`config.mk`:
```
export PLATFORM = sky130hd
export DESIGN_NAME = bloom_filter_murmur2
export DESIGN_NICKNAME = d
export VERILOG_FILES = /design/src/design/bfm_pkg.sv /design/src/design/bfm_front.sv /design/src/design/bfm_hash.sv /design/src/design/bfm_mod.sv /design/src/design/bfm_back.sv /design/src/design/bloom_filter_murmur2.sv
export SDC_FILE = /design/constraint.sdc
export NUM_CORES = 2
export LEC_CHECK = 0
export BUFFER_PORTS_ARGS = -buffer_cell sky130_fd_sc_hd__buf_2
export CAP_MARGIN = 40
export CORE_MARGIN = 5
export CORE_UTILIZATION = 45
export CTS_BUF_LIST = sky130_fd_sc_hd__clkbuf_4 sky130_fd_sc_hd__clkbuf_8
export CTS_CLUSTER_SIZE = 40
export DETAILED_ROUTE_END_ITERATION = 7
export GPL_ROUTABILITY_DRIVEN = 0
export SLEW_MARGIN = 20
export SYNTH_ARGS = -nofsm -noshare
export SYNTH_HDL_FRONTEND = slang
export SYNTH_HIERARCHICAL = 1
export SYNTH_SLANG_ARGS = --single-unit
```
`constraint.sdc`:
```
create_clock -name i_clk -period 21.6 [get_ports i_clk]
set_input_delay 4.32 -clock i_clk [delete_from_list [all_inputs] [get_ports i_clk]]
set_output_delay 4.32 -clock i_clk [all_outputs]
set_load 0.1 [all_outputs]
```
`src/design/bfm_pkg.sv`:
```
// shared types, constants and codes for the bloom filter block
`default_nettype none

package bfm_pkg;

    // default sizes
    localparam int MAX_BITS_DEF    = 1024;
    localparam int MAX_HASHES_DEF  = 16;
    localparam int VALUE_BYTES_DEF = 8;

    // field and port widths
    localparam int OPC_W      = 2;
    localparam int VAL_W      = 64;
    localparam int HC_W       = 5;
    localparam int BIU_W      = 11;
    localparam int CNT_W      = 11;
    localparam int CFG_IDX_W  = 2;
    localparam int CFG_DATA_W = 11;
    localparam int S_TDATA_W  = 64;
    localparam int M_TDATA_W  = 16;

    // opcodes carried in the input tuser
    localparam logic [OPC_W-1:0] OP_CLEAR  = 2'd0;
    localparam logic [OPC_W-1:0] OP_INSERT = 2'd1;
    localparam logic [OPC_W-1:0] OP_PROBE  = 2'd2;

    // configuration register indexes
    localparam logic [CFG_IDX_W-1:0] CFG_HASH_COUNT  = 2'd0;
    localparam logic [CFG_IDX_W-1:0] CFG_BITS_IN_USE = 2'd1;

    // configuration reset values
    localparam logic [HC_W-1:0]  HC_RESET  = 5'd3;
    localparam logic [BIU_W-1:0] BIU_RESET = 11'd1024;

    // murmur2 mixing constants
    localparam logic [31:0] MIX_MUL     = 32'h5bd1e995;
    localparam int          MIX_SHIFT   = 24;
    localparam int          FIN_SHIFT_A = 13;
    localparam int          FIN_SHIFT_B = 15;

    // bit store row layout
    localparam int ROW_W     = 32;
    localparam int ROW_BIT_W = 5;

    // modulo unit: quotient bits retired per cycle
    localparam int MOD_BITS_PER_CYCLE = 8;

    // saturation limit of the reported population
    localparam logic [CNT_W-1:0] CNT_MAX = '1;

    // work kinds after classification
    typedef enum logic [1:0] {
        KIND_NONE,
        KIND_CLEAR,
        KIND_INSERT,
        KIND_PROBE
    } t_kind;

    // one queued job
    typedef struct packed {
        t_kind            kind;
        logic [VAL_W-1:0] value;
    } t_job;

    // hash unit commands
    typedef struct packed {
        logic load;
        logic start;
        logic take;
    } t_hash_ctl;

    // hash unit status
    typedef struct packed {
        logic can_start;
        logic valid;
    } t_hash_sts;

endpackage

`default_nettype wire

```
`src/design/bfm_front.sv`:
```
// front end: configuration registers, opcode classification and job queue
`default_nettype none

module bfm_front #(
    parameter  int MAX_BITS   = bfm_pkg::MAX_BITS_DEF,
    parameter  int MAX_HASHES = bfm_pkg::MAX_HASHES_DEF,
    localparam int SIZE_W     = $clog2(MAX_BITS + 1),
    localparam int RCW        = $clog2(MAX_HASHES + 1)
) (
    input  wire logic                           i_clk,
    input  wire logic                           i_rst_n,
    // input stream
    input  wire logic                           i_s_tvalid,
    output logic                                o_s_tready,
    input  wire logic [bfm_pkg::S_TDATA_W-1:0]  i_s_tdata,   // item_value
    input  wire logic [bfm_pkg::OPC_W-1:0]      i_s_tuser,   // opcode
    // configuration writes
    input  wire logic                           i_cfg_valid,
    output logic                                o_cfg_ready,
    input  wire logic [bfm_pkg::CFG_IDX_W-1:0]  i_cfg_index,
    input  wire logic [bfm_pkg::CFG_DATA_W-1:0] i_cfg_data,
    // back end side
    input  wire logic                           i_hold,
    output logic                                o_job_valid,
    input  wire logic                           i_job_ready,
    output bfm_pkg::t_job                       o_job,
    output logic [SIZE_W-1:0]                   o_size,
    output logic [RCW-1:0]                      o_rounds
);
    import bfm_pkg::*;

    localparam int QDEPTH = 2;

    logic [HC_W-1:0]  r_hash_count;
    logic [BIU_W-1:0] r_bits_in_use;
    logic [31:0]      size32;
    logic [31:0]      rnd32;
    t_kind            kind;
    t_job             r_q [QDEPTH];
    logic             r_wp;
    logic             r_rp;
    logic [1:0]       r_cnt;
    logic             push;
    logic             pop;

    // configuration registers, always ready
    assign o_cfg_ready = 1'b1;

    always_ff @(posedge i_clk) begin
        if (!i_rst_n) begin
            r_hash_count  <= HC_RESET;
            r_bits_in_use <= BIU_RESET;
        end else if (i_cfg_valid) begin
            unique case (i_cfg_index)
                CFG_HASH_COUNT:  r_hash_count  <= i_cfg_data[HC_W-1:0];
                CFG_BITS_IN_USE: r_bits_in_use <= i_cfg_data[BIU_W-1:0];
                default: ;
            endcase
        end
    end

    // effective filter size and round count
    always_comb begin
        if (r_bits_in_use == '0) begin
            size32 = 32'd1;
        end else if (32'(r_bits_in_use) > 32'(MAX_BITS)) begin
            size32 = 32'(MAX_BITS);
        end else begin
            size32 = 32'(r_bits_in_use);
        end
        rnd32 = 32'(r_hash_count);
        if (rnd32 > 32'(MAX_HASHES)) begin
            rnd32 = 32'(MAX_HASHES);
        end
        if (rnd32 > size32) begin
            rnd32 = size32;
        end
    end

    assign o_size   = SIZE_W'(size32);
    assign o_rounds = RCW'(rnd32);

    // opcode classification
    always_comb begin
        unique case (i_s_tuser)
            OP_CLEAR:  kind = KIND_CLEAR;
            OP_INSERT: kind = KIND_INSERT;
            OP_PROBE:  kind = KIND_PROBE;
            default:   kind = KIND_NONE;
        endcase
    end

    // two-entry job queue
    assign o_s_tready  = (r_cnt != 2'(QDEPTH)) && !i_hold;
    assign push        = i_s_tvalid && o_s_tready;
    assign o_job_valid = (r_cnt != 2'd0);
    assign pop         = o_job_valid && i_job_ready;
    assign o_job       = r_q[r_rp];

    always_ff @(posedge i_clk) begin
        if (push) begin
            r_q[r_wp] <= '{kind: kind, value: i_s_tdata};
        end
    end

    always_ff @(posedge i_clk) begin
        if (!i_rst_n) begin
            r_wp  <= 1'b0;
            r_rp  <= 1'b0;
            r_cnt <= 2'd0;
        end else begin
            if (push) begin
                r_wp <= ~r_wp;
            end
            if (pop) begin
                r_rp <= ~r_rp;
            end
            if (push && !pop) begin
                r_cnt <= r_cnt + 2'd1;
            end else if (pop && !push) begin
                r_cnt <= r_cnt - 2'd1;
            end
        end
    end

endmodule

`default_nettype wire

```
`src/design/bfm_hash.sv`:
```
// chained murmur2 hash unit with one shared 32x32 multiplier
`default_nettype none

module bfm_hash #(
    parameter int VALUE_BYTES = bfm_pkg::VALUE_BYTES_DEF
) (
    input  wire logic                      i_clk,
    input  wire logic                      i_rst_n,
    input  wire bfm_pkg::t_hash_ctl        i_ctl,
    input  wire logic [bfm_pkg::VAL_W-1:0] i_value,
    output bfm_pkg::t_hash_sts             o_sts,
    output logic [31:0]                    o_hash
);
    import bfm_pkg::*;

    // full four-byte blocks, tail bytes, multiplies per round, key prelude steps
    localparam int          NB        = VALUE_BYTES / 4;
    localparam int          TB        = VALUE_BYTES % 4;
    localparam int          NSTEP     = NB + ((TB != 0) ? 1 : 0) + 1;
    localparam int          PRE       = 2 * NB;
    localparam logic [31:0] LEN       = 32'(VALUE_BYTES);
    localparam logic        KL        = 1'(NB - 1);
    localparam logic [31:0] TAIL_MASK = 32'((64'd1 << (8 * TB)) - 64'd1);

    logic [VAL_W-1:0] r_val;
    logic [31:0]      r_kk [2];
    logic [31:0]      r_acc;
    logic [1:0]       r_step;
    logic             r_pre;
    logic             r_run;
    logic             r_hv;
    logic             r_first;
    logic [31:0]      fin_hash;
    logic [31:0]      seed;
    logic [31:0]      word;
    logic [31:0]      tail;
    logic [31:0]      fin_y;
    logic [31:0]      mul_x;
    logic [31:0]      prod;

    assign fin_hash = r_acc ^ (r_acc >> FIN_SHIFT_B);
    assign seed     = r_first ? 32'd0 : fin_hash;
    assign word     = r_step[1] ? r_val[63:32] : r_val[31:0];
    assign tail     = 32'(r_val >> (NB * 32)) & TAIL_MASK;
    assign fin_y    = (TB != 0) ? r_acc : (r_acc ^ r_kk[KL]);

    // multiplier operand: key mixing in the prelude, then the per-round chain
    always_comb begin
        if (i_ctl.start) begin
            mul_x = seed ^ LEN;
        end else if (r_pre) begin
            mul_x = r_step[0] ? (r_acc ^ (r_acc >> MIX_SHIFT)) : word;
        end else if (r_step < 2'(NB)) begin
            mul_x = r_acc ^ r_kk[0];
        end else if ((TB != 0) && (r_step == 2'(NB))) begin
            mul_x = r_acc ^ r_kk[KL] ^ tail;
        end else begin
            mul_x = fin_y ^ (fin_y >> FIN_SHIFT_A);
        end
    end

    assign prod = mul_x * MIX_MUL;

    // sequencing
    always_ff @(posedge i_clk) begin
        if (!i_rst_n) begin
            r_pre   <= 1'b0;
            r_run   <= 1'b0;
            r_hv    <= 1'b0;
            r_first <= 1'b0;
            r_step  <= 2'd0;
        end else begin
            if (i_ctl.load) begin
                r_pre   <= 1'b1;
                r_step  <= 2'd0;
                r_first <= 1'b1;
                r_hv    <= 1'b0;
            end else if (r_pre) begin
                r_step <= r_step + 2'd1;
                if (r_step == 2'(PRE - 1)) begin
                    r_pre <= 1'b0;
                end
            end else if (i_ctl.start) begin
                r_run   <= 1'b1;
                r_step  <= 2'd1;
                r_first <= 1'b0;
            end else if (r_run) begin
                r_step <= r_step + 2'd1;
                if (r_step == 2'(NSTEP - 1)) begin
                    r_run <= 1'b0;
                    r_hv  <= 1'b1;
                end
            end else if (i_ctl.take) begin
                r_hv <= 1'b0;
            end
        end
    end

    // datapath registers
    always_ff @(posedge i_clk) begin
        if (i_ctl.load) begin
            r_val <= i_value;
        end
        if (r_pre || i_ctl.start || r_run) begin
            r_acc <= prod;
        end
        if (r_pre && r_step[0]) begin
            r_kk[r_step[1]] <= prod;
        end
    end

    assign o_hash          = fin_hash;
    assign o_sts.can_start = !r_pre && !r_run && !r_hv;
    assign o_sts.valid     = r_hv;

endmodule

`default_nettype wire

```
`src/design/bfm_mod.sv`:
```
// iterative 32-bit modulo by the filter size, several quotient bits per cycle
`default_nettype none

module bfm_mod #(
    parameter int SIZE_W = 11
) (
    input  wire logic              i_clk,
    input  wire logic              i_rst_n,
    input  wire logic              i_valid,
    output logic                   o_ready,
    input  wire logic [31:0]       i_dividend,
    input  wire logic [SIZE_W-1:0] i_divisor,
    output logic                   o_done,
    output logic [SIZE_W-1:0]      o_rem
);
    import bfm_pkg::*;

    localparam int STEPS = MOD_BITS_PER_CYCLE;
    localparam int ITER  = 32 / STEPS;
    localparam int IT_W  = $clog2(ITER);

    logic              r_busy;
    logic              r_done;
    logic [IT_W-1:0]   r_cnt;
    logic [31:0]       r_q;
    logic [SIZE_W-1:0] r_rem;
    logic [SIZE_W-1:0] r_div;
    logic [SIZE_W-1:0] step_rem;
    logic [31:0]       step_q;
    logic [SIZE_W:0]   trial;
    logic              accept;

    assign o_ready = !r_busy;
    assign accept  = i_valid && o_ready;

    // restoring division steps for one cycle
    always_comb begin
        step_rem = r_rem;
        step_q   = r_q;
        trial    = '0;
        for (int j = 0; j < STEPS; j++) begin
            trial = {step_rem, step_q[31]};
            if (trial >= {1'b0, r_div}) begin
                step_rem = SIZE_W'(trial - {1'b0, r_div});
            end else begin
                step_rem = trial[SIZE_W-1:0];
            end
            step_q = step_q << 1;
        end
    end

    // control
    always_ff @(posedge i_clk) begin
        if (!i_rst_n) begin
            r_busy <= 1'b0;
            r_done <= 1'b0;
            r_cnt  <= '0;
        end else begin
            r_done <= 1'b0;
            if (accept) begin
                r_busy <= 1'b1;
                r_cnt  <= '0;
            end else if (r_busy) begin
                r_cnt <= r_cnt + IT_W'(1);
                if (r_cnt == IT_W'(ITER - 1)) begin
                    r_busy <= 1'b0;
                    r_done <= 1'b1;
                end
            end
        end
    end

    // datapath
    always_ff @(posedge i_clk) begin
        if (accept) begin
            r_q   <= i_dividend;
            r_rem <= '0;
            r_div <= i_divisor;
        end else if (r_busy) begin
            r_q   <= step_q;
            r_rem <= step_rem;
        end
    end

    assign o_done = r_done;
    assign o_rem  = r_rem;

endmodule

`default_nettype wire

```
`src/design/bfm_back.sv`:
```
// back end: job sequencer, bit store, population count and result register
`default_nettype none

module bfm_back #(
    parameter  int MAX_BITS    = bfm_pkg::MAX_BITS_DEF,
    parameter  int MAX_HASHES  = bfm_pkg::MAX_HASHES_DEF,
    parameter  int VALUE_BYTES = bfm_pkg::VALUE_BYTES_DEF,
    localparam int SIZE_W      = $clog2(MAX_BITS + 1),
    localparam int RCW         = $clog2(MAX_HASHES + 1)
) (
    input  wire logic                          i_clk,
    input  wire logic                          i_rst_n,
    // job queue side
    input  wire logic                          i_job_valid,
    output logic                               o_job_ready,
    input  wire bfm_pkg::t_job                 i_job,
    input  wire logic [SIZE_W-1:0]             i_size,
    input  wire logic [RCW-1:0]                i_rounds,
    output logic                               o_init,
    // result stream
    output logic                               o_m_tvalid,
    input  wire logic                          i_m_tready,
    output logic [bfm_pkg::M_TDATA_W-1:0]      o_m_tdata
);
    import bfm_pkg::*;

    localparam int IW   = $clog2(MAX_BITS);
    localparam int ROWS = (MAX_BITS + ROW_W - 1) / ROW_W;
    localparam int RAW  = (ROWS > 1) ? $clog2(ROWS) : 1;

    // sequencer states
    localparam logic [2:0] ST_INIT  = 3'd0;
    localparam logic [2:0] ST_IDLE  = 3'd1;
    localparam logic [2:0] ST_CLEAR = 3'd2;
    localparam logic [2:0] ST_HASH  = 3'd3;
    localparam logic [2:0] ST_DONE  = 3'd4;

    logic [2:0]            r_state,   n_state;
    t_kind                 r_kind,    n_kind;
    logic [RCW-1:0]        r_issued,  n_issued;
    logic [RCW-1:0]        r_retired, n_retired;
    logic                  r_all,     n_all;
    logic [SIZE_W-1:0]     r_pop,     n_pop;
    logic [RAW-1:0]        r_row,     n_row;
    logic                  r_out_v,   n_out_v;
    logic                  r_out_present;
    logic [CNT_W-1:0]      r_out_cnt;
    logic                  out_load;

    logic [ROW_W-1:0]      mem [ROWS];
    logic [ROW_W-1:0]      r_rdata;
    logic                  r_rd_v;
    logic [RAW-1:0]        r_rd_row;
    logic [ROW_BIT_W-1:0]  r_rd_bit;
    logic                  hit;
    logic                  sweep;
    logic                  last_row;
    logic                  mem_we;
    logic [RAW-1:0]        mem_waddr;
    logic [ROW_W-1:0]      mem_wdata;

    t_hash_ctl             hctl;
    t_hash_sts             hsts;
    logic [31:0]           hash;
    logic                  mod_ready;
    logic                  mod_done;
    logic [SIZE_W-1:0]     mod_rem;
    logic [IW+ROW_BIT_W-1:0] idx_wide;
    logic [RAW-1:0]        idx_row;
    logic [ROW_BIT_W-1:0]  idx_bit;

    // hash and modulo units
    bfm_hash #(
        .VALUE_BYTES (VALUE_BYTES)
    ) u_hash (
        .i_clk   (i_clk),
        .i_rst_n (i_rst_n),
        .i_ctl   (hctl),
        .i_value (i_job.value),
        .o_sts   (hsts),
        .o_hash  (hash)
    );

    bfm_mod #(
        .SIZE_W (SIZE_W)
    ) u_mod (
        .i_clk      (i_clk),
        .i_rst_n    (i_rst_n),
        .i_valid    (hsts.valid),
        .o_ready    (mod_ready),
        .i_dividend (hash),
        .i_divisor  (i_size),
        .o_done     (mod_done),
        .o_rem      (mod_rem)
    );

    // hash unit commands
    assign hctl.load  = (r_state == ST_IDLE) && i_job_valid && (i_rounds != '0) &&
                        ((i_job.kind == KIND_INSERT) || (i_job.kind == KIND_PROBE));
    assign hctl.start = (r_state == ST_HASH) && hsts.can_start && (r_issued != i_rounds);
    assign hctl.take  = hsts.valid && mod_ready;

    // bit index split into row and bit within row
    assign idx_wide = {{ROW_BIT_W{1'b0}}, mod_rem[IW-1:0]};
    assign idx_row  = idx_wide[RAW+ROW_BIT_W-1:ROW_BIT_W];
    assign idx_bit  = idx_wide[ROW_BIT_W-1:0];

    // store write port: clearing sweep or read-modify-write
    assign sweep     = (r_state == ST_INIT) || (r_state == ST_CLEAR);
    assign last_row  = (r_row == RAW'(ROWS - 1));
    assign hit       = r_rdata[r_rd_bit];
    assign mem_we    = sweep || (r_rd_v && (r_kind == KIND_INSERT) && !hit);
    assign mem_waddr = sweep ? r_row : r_rd_row;
    assign mem_wdata = sweep ? '0 : (r_rdata | (ROW_W'(1) << r_rd_bit));

    always_ff @(posedge i_clk) begin
        if (mem_we) begin
            mem[mem_waddr] <= mem_wdata;
        end
        if (mod_done) begin
            r_rdata <= mem[idx_row];
        end
    end

    // read stage tags
    always_ff @(posedge i_clk) begin
        if (mod_done) begin
            r_rd_row <= idx_row;
            r_rd_bit <= idx_bit;
        end
    end

    // sequencer
    always_comb begin
        n_state   = r_state;
        n_kind    = r_kind;
        n_issued  = r_issued;
        n_retired = r_retired;
        n_all     = r_all;
        n_pop     = r_pop;
        n_row     = r_row;
        n_out_v   = r_out_v;
        out_load  = 1'b0;

        if (r_out_v && i_m_tready) begin
            n_out_v = 1'b0;
        end

        // retire one hashed bit
        if (r_rd_v) begin
            n_retired = r_retired + RCW'(1);
            if (!hit) begin
                if (r_kind == KIND_INSERT) begin
                    n_pop = r_pop + SIZE_W'(1);
                end else begin
                    n_all = 1'b0;
                end
            end
        end

        unique case (r_state)
            ST_INIT: begin
                n_row = r_row + RAW'(1);
                if (last_row) begin
                    n_row   = '0;
                    n_state = ST_IDLE;
                end
            end
            ST_IDLE: begin
                if (i_job_valid) begin
                    n_kind    = i_job.kind;
                    n_all     = 1'b1;
                    n_issued  = '0;
                    n_retired = '0;
                    n_row     = '0;
                    case (i_job.kind) inside
                        KIND_CLEAR: n_state = ST_CLEAR;
                        KIND_INSERT, KIND_PROBE: begin
                            n_state = (i_rounds == '0) ? ST_DONE : ST_HASH;
                        end
                        default: n_state = ST_DONE;
                    endcase
                end
            end
            ST_CLEAR: begin
                n_row = r_row + RAW'(1);
                if (last_row) begin
                    n_row   = '0;
                    n_pop   = '0;
                    n_state = ST_DONE;
                end
            end
            ST_HASH: begin
                if (hctl.start) begin
                    n_issued = r_issued + RCW'(1);
                end
                if (r_retired == i_rounds) begin
                    n_state = ST_DONE;
                end
            end
            ST_DONE: begin
                if (!r_out_v || i_m_tready) begin
                    out_load = 1'b1;
                    n_out_v  = 1'b1;
                    n_state  = ST_IDLE;
                end
            end
            default: n_state = ST_IDLE;
        endcase
    end

    always_ff @(posedge i_clk) begin
        if (!i_rst_n) begin
            r_state   <= ST_INIT;
            r_issued  <= '0;
            r_retired <= '0;
            r_all     <= 1'b1;
            r_pop     <= '0;
            r_row     <= '0;
            r_out_v   <= 1'b0;
            r_rd_v    <= 1'b0;
        end else begin
            r_state   <= n_state;
            r_issued  <= n_issued;
            r_retired <= n_retired;
            r_all     <= n_all;
            r_pop     <= n_pop;
            r_row     <= n_row;
            r_out_v   <= n_out_v;
            r_rd_v    <= mod_done;
        end
    end

    // job kind and result payload
    always_ff @(posedge i_clk) begin
        r_kind <= n_kind;
        if (out_load) begin
            r_out_present <= (r_kind == KIND_PROBE) && r_all;
            r_out_cnt     <= (32'(r_pop) > 32'(CNT_MAX)) ? CNT_MAX : CNT_W'(r_pop);
        end
    end

    assign o_job_ready = (r_state == ST_IDLE);
    assign o_init      = (r_state == ST_INIT);
    assign o_m_tvalid  = r_out_v;
    assign o_m_tdata   = {{(M_TDATA_W - CNT_W - 1){1'b0}}, r_out_cnt, r_out_present};

endmodule

`default_nettype wire

```
`src/design/bloom_filter_murmur2.sv`:
```
// top level of the bloom filter block: front end, job queue and back end
//
// Bloom filter over a MAX_BITS bit store. Each input transfer carries an
// opcode in tuser (clear, insert, probe) and a 64-bit value in tdata; every
// input gives exactly one result transfer with the probe answer in bit 0 and
// the saturated population count in bits 11:1. Insert and probe run
// hash_count chained murmur2 rounds, capped at MAX_HASHES and at the filter
// size, on one shared 32x32 multiplier, each hash reduced modulo the filter
// size by an iterative unit retiring eight quotient bits per cycle; that
// modulo unit sets the pace of the rounds, with key mixing, setup, bit
// access and the result on top. An unused opcode or zero rounds goes
// straight to the result. Clear sweeps the store one 32-bit row per cycle.
// After reset the same sweep runs before the first input is taken;
// configuration writes are taken throughout and must only be issued while no
// item is in flight. A two-entry queue lets inputs be taken while the back end
// works and a result waits to be taken.
`default_nettype none

module bloom_filter_murmur2 #(
    parameter int MAX_BITS    = bfm_pkg::MAX_BITS_DEF,
    parameter int MAX_HASHES  = bfm_pkg::MAX_HASHES_DEF,
    parameter int VALUE_BYTES = bfm_pkg::VALUE_BYTES_DEF
) (
    input  wire logic                           i_clk,
    input  wire logic                           i_rst_n,
    // input stream
    input  wire logic                           i_s_tvalid,
    output logic                                o_s_tready,
    input  wire logic [bfm_pkg::S_TDATA_W-1:0]  i_s_tdata,   // [63:0] item_value
    input  wire logic [bfm_pkg::OPC_W-1:0]      i_s_tuser,   // [1:0] opcode
    // result stream
    output logic                                o_m_tvalid,
    input  wire logic                           i_m_tready,
    output logic [bfm_pkg::M_TDATA_W-1:0]       o_m_tdata,   // [0] maybe_present,
                                                             // [11:1] bits_set
    // configuration writes
    input  wire logic                           i_cfg_valid,
    output logic                                o_cfg_ready,
    input  wire logic [bfm_pkg::CFG_IDX_W-1:0]  i_cfg_index,
    input  wire logic [bfm_pkg::CFG_DATA_W-1:0] i_cfg_data
);
    import bfm_pkg::*;

    localparam int SIZE_W = $clog2(MAX_BITS + 1);
    localparam int RCW    = $clog2(MAX_HASHES + 1);

    logic              hold;
    logic              job_valid;
    logic              job_ready;
    t_job              job;
    logic [SIZE_W-1:0] size;
    logic [RCW-1:0]    rounds;

    // accept, classify and queue
    bfm_front #(
        .MAX_BITS   (MAX_BITS),
        .MAX_HASHES (MAX_HASHES)
    ) u_front (
        .i_clk       (i_clk),
        .i_rst_n     (i_rst_n),
        .i_s_tvalid  (i_s_tvalid),
        .o_s_tready  (o_s_tready),
        .i_s_tdata   (i_s_tdata),
        .i_s_tuser   (i_s_tuser),
        .i_cfg_valid (i_cfg_valid),
        .o_cfg_ready (o_cfg_ready),
        .i_cfg_index (i_cfg_index),
        .i_cfg_data  (i_cfg_data),
        .i_hold      (hold),
        .o_job_valid (job_valid),
        .i_job_ready (job_ready),
        .o_job       (job),
        .o_size      (size),
        .o_rounds    (rounds)
    );

    // hashing, bit store and results
    bfm_back #(
        .MAX_BITS    (MAX_BITS),
        .MAX_HASHES  (MAX_HASHES),
        .VALUE_BYTES (VALUE_BYTES)
    ) u_back (
        .i_clk       (i_clk),
        .i_rst_n     (i_rst_n),
        .i_job_valid (job_valid),
        .o_job_ready (job_ready),
        .i_job       (job),
        .i_size      (size),
        .i_rounds    (rounds),
        .o_init      (hold),
        .o_m_tvalid  (o_m_tvalid),
        .i_m_tready  (i_m_tready),
        .o_m_tdata   (o_m_tdata)
    );

endmodule

`default_nettype wire
```
==> out/qor.yml <==
finalCriticalPeriod_ns: 19.99
r2r-start: "u_back/u_mod/r_div[0]"
fp.dieW_um: 413.3
clk_transition_reported_paths_ns: 0.06
post_synth_and_or_nand_nor_area_fraction_pct: 4.545
worst-setup-path-type: "register to register"
io-pin-count: 103
most-common-layout-cells: "sky130_fd_sc_hd__edfxtp_1, sky130_fd_sc_hd__inv_1, sky130_fd_sc_hd__mux4_2, sky130_fd_sc_hd__ha_1, sky130_fd_sc_hd__clkbuf_8"
setup_total_negative_slack_ns: 0
placed_cell_area_sq_um: 76980
synth_compound_area_share_pct: 5.098
outcome: "finished clean"
synth_top_family_by_area: "multiplexers"
timing.final.setup_violations: 0
clock-skew-final_ns: 0.08556
worst_path_required_time_ns: 22.41
cts.sinks: 1489
overflow: 0
dp_hpwl_um: 118000
dr_total_vias: 41010
floorplan.initialDensity_pct: 45.13
clock_insertion_delay_worst_skew_ns: 0.97
grt_setup_unrepaired: "no"
cts.root.buffer_cell: "sky130_fd_sc_hd__clkbuf_8"
timing.critical_path.to_type: "register"
cap_violations: 0
synth_edf_count: 1415
drt_drc_violations_left: 0
rows: 148
hold_path_depth: 1
globalRouteMet2Util_pct: 35.19
cts-buffers-inserted: 229
final_area_sq_um: 81670
via_count_of_the_first_global_routing_pass: 42080
global_route.usage.met3_pct: 4.616
grt.total_usage_pct: 21.86
relSlewSlack_pct: 30.72
timing.reg2reg.worst_path_depth: 80
most_common_cell_after_layout_fill_and_taps_aside: "sky130_fd_sc_hd__edfxtp_1"
timing.critical_path.arrival_ns: 20.80
period_share_pct: 92.54
worstSetupStartpointType: "register"
sequential_area_share_after_synthesis_pct: 60.06
vdd_ir_drop_max_mv: 0.2753
layout-drive-gt1-share_pct: 23.68
area_delta_synth_final_pct: 11.56
portBuffers: 97
grt-busiest-layer: "met2"
cts_tree: "done"
dominantRegCellSynth: "sky130_fd_sc_hd__edfxtp_1"
cpMaxStageDelayCell: "sky130_fd_sc_hd__or4_4"
critPathMostFrequentCell: "sky130_fd_sc_hd__o21ai_0"
reg2reg_setup_slack_ns: 1.61
die_height_um: 413.3
met1_track_usage_gr_pct: 30.17
final_core_util_pct: 50.35
synth.avg_cell_area_sq_um: 15.81
cts_max_level: 4
leakagePower_nw: 27.23
synthArstFlopShare_pct: 0
wl_per_cell_um: 25.51
synth_cells: 4630
number_of_nets_in_the_final_layout: 5466
grt_antenna_before_repair: 7
fp.coreArea_sq_um: 162200
power_density_nw_per_um2: 113.6
grt_start_max_net_pins: 131
yosys.cell_types.count: 102
max_stage_delay_ns: 0.53
vias_per_cell: 5.634
routed_wl_um: 185700
synth-xor-area-share_pct: 3.032
max_freq_ghz: 0.05003
hp-start: "u_back/r_all"
netlist_area_sq_um: 73210
tightest_slew_ns: 1.039
place_inst: 6843
cts-root-to-sink-buffers: 3
detailedRoute.firstPassIterationCount: 7
final_cells: 7278
synth.mux.area_fraction_pct: 13.70
timing_max_transition_violations_final: 0
r2r_end: "u_back/u_mod/o_rem[1]"
ant_nets: 0
ys_seq_elements: 1489
critical_path.max_fanout: 19
fp.dieArea_sq_um: 170900
timing_hold_violations_final: 0
power.total_mw: 9.278
synthAdderAreaFrac_pct: 9.998
ys.warnings.count: 6
drt_first_iter_violations: 3734
grt_pass1_wl_um: 275300
min_delay_worst_endpoint: "u_back/r_all"
hold_path_class: "register to register"
## state kept, by name, indices dropped and copies added, names as in the netlist, 5 cells and up, named ones only
name                   count
u_back/u_mod/o_rem        11
u_back/r_rd_bit            5
u_front/r_q              132
u_back/r_rdata            32
u_front/r_bits_in_use     11
u_front/r_hash_count       5
u_back/r_out_cnt          11
u_back/mem              1024
u_back/u_hash/r_acc       32
u_back/u_mod/r_q          32
u_back/r_retired           5
u_back/u_mod/r_div        11
u_back/r_row               5
u_back/r_rd_row            5
u_back/r_issued            5
u_back/u_hash/r_kk        64
u_back/u_hash/r_val       64
u_back/r_pop              11
## stage by stage
step	hold slack (ns)	setup slack [ns]
2_1_floorplan	0.4172	2.552
3_3_place_gp	0.4254	1.376
3_5_place_dp	0.4334	0.8622
4_1_cts	0.4543	0.7391
5_1_grt	0.4628	0.04118
6_report	0.4553	1.612
## how the worst max path moves through the flow
stage,startpoint,endpoint,slack [ns],cells past startpoint
final,u_back/u_mod/r_div[0],u_back/u_mod/o_rem[1],1.61,80
after global routing,u_back/u_mod/r_div[0],u_back/u_mod/o_rem[1],0.04,80
after CTS,u_back/u_mod/r_div[0],u_back/u_mod/o_rem[1],0.74,80
after detailed placement,u_back/u_mod/r_div[0],u_back/u_mod/o_rem[1],0.86,80
after global placement,u_back/u_mod/r_div[0],u_back/u_mod/o_rem[1],1.38,80
after floorplan,u_back/u_mod/r_div[0],u_back/u_mod/o_rem[2],2.55,87
## final cells by class
type | instances | area, sq um
antenna | 2 | 5.005
clock buffer | 303 | 3739
clock inverter | 125 | 812.0
fill | 13670 | 80540
inverter | 425 | 1598
multi-input combinational | 2518 | 27020
sequential | 1489 | 44000
tap | 2175 | 2721
timing repair buffer | 241 | 1783
## routing by layer
layer	vias up	routed length [um]	share of wire, %
met1	21120	78780	42
met4	6	5301	2.9
met2	1446	88260	48
met5	-	40	0.022
met3	298	13270	7.1
li1	18130	-	-
## Yosys cell counts, types with 109 or more instances
library cell	count	share of area [%]
sky130_fd_sc_hd__mux2_2	148	2.3
sky130_fd_sc_hd__ha_1	301	5.1
sky130_fd_sc_hd__o21ai_0	112	0.77
sky130_fd_sc_hd__a21oi_1	131	0.90
sky130_fd_sc_hd__nand2_1	138	0.71
sky130_fd_sc_hd__xnor2_1	130	1.6
sky130_fd_sc_hd__nor2_1	203	1.0
sky130_fd_sc_hd__edfxtp_1	1415	58
sky130_fd_sc_hd__xor2_1	109	1.3
sky130_fd_sc_hd__mux4_2	326	10
sky130_fd_sc_hd__inv_1	420	2.2
sky130_fd_sc_hd__fa_1	177	4.8
## timing repair
item,4_1_cts,5_1_grt
endpoints found under the hold margin,0,0
hold buffers,0,0
setup endpoints to repair,0,11
setup buffers,0,2
resized for setup,0,15
## critical path: cells and delay by family, from the launching register on
family	cells	cell delay, ns
AND/OR/NAND/NOR	19	3.96
buffers and inverters	1	0.30
AO/OA/AOI/OAI	44	9.57
flip-flops	1	0.45
multiplexers	7	2.17
adder cells (fa/ha/maj)	9	3.40
## cells by family (layout without fill, tap and decap cells)
logic type	count (synthesis)	count (layout)
multiplexers	571	571
AND/OR/NAND/NOR	666	666
other	2	7
adder cells (fa/ha/maj)	479	479
buffers and inverters	626	1094
XOR/XNOR	245	245
flip-flops	1489	1489
AO/OA/AOI/OAI	552	552
## where the power goes
group	leakage, nW	switching [mW]	internal (mW)
Clock	2.41	1.12	1.19
Sequential	11.9	0.0132	3.16
Combinational	12.9	2.23	1.57
Total	27.2	3.36	5.92
(Power assumes the default switching activity.)
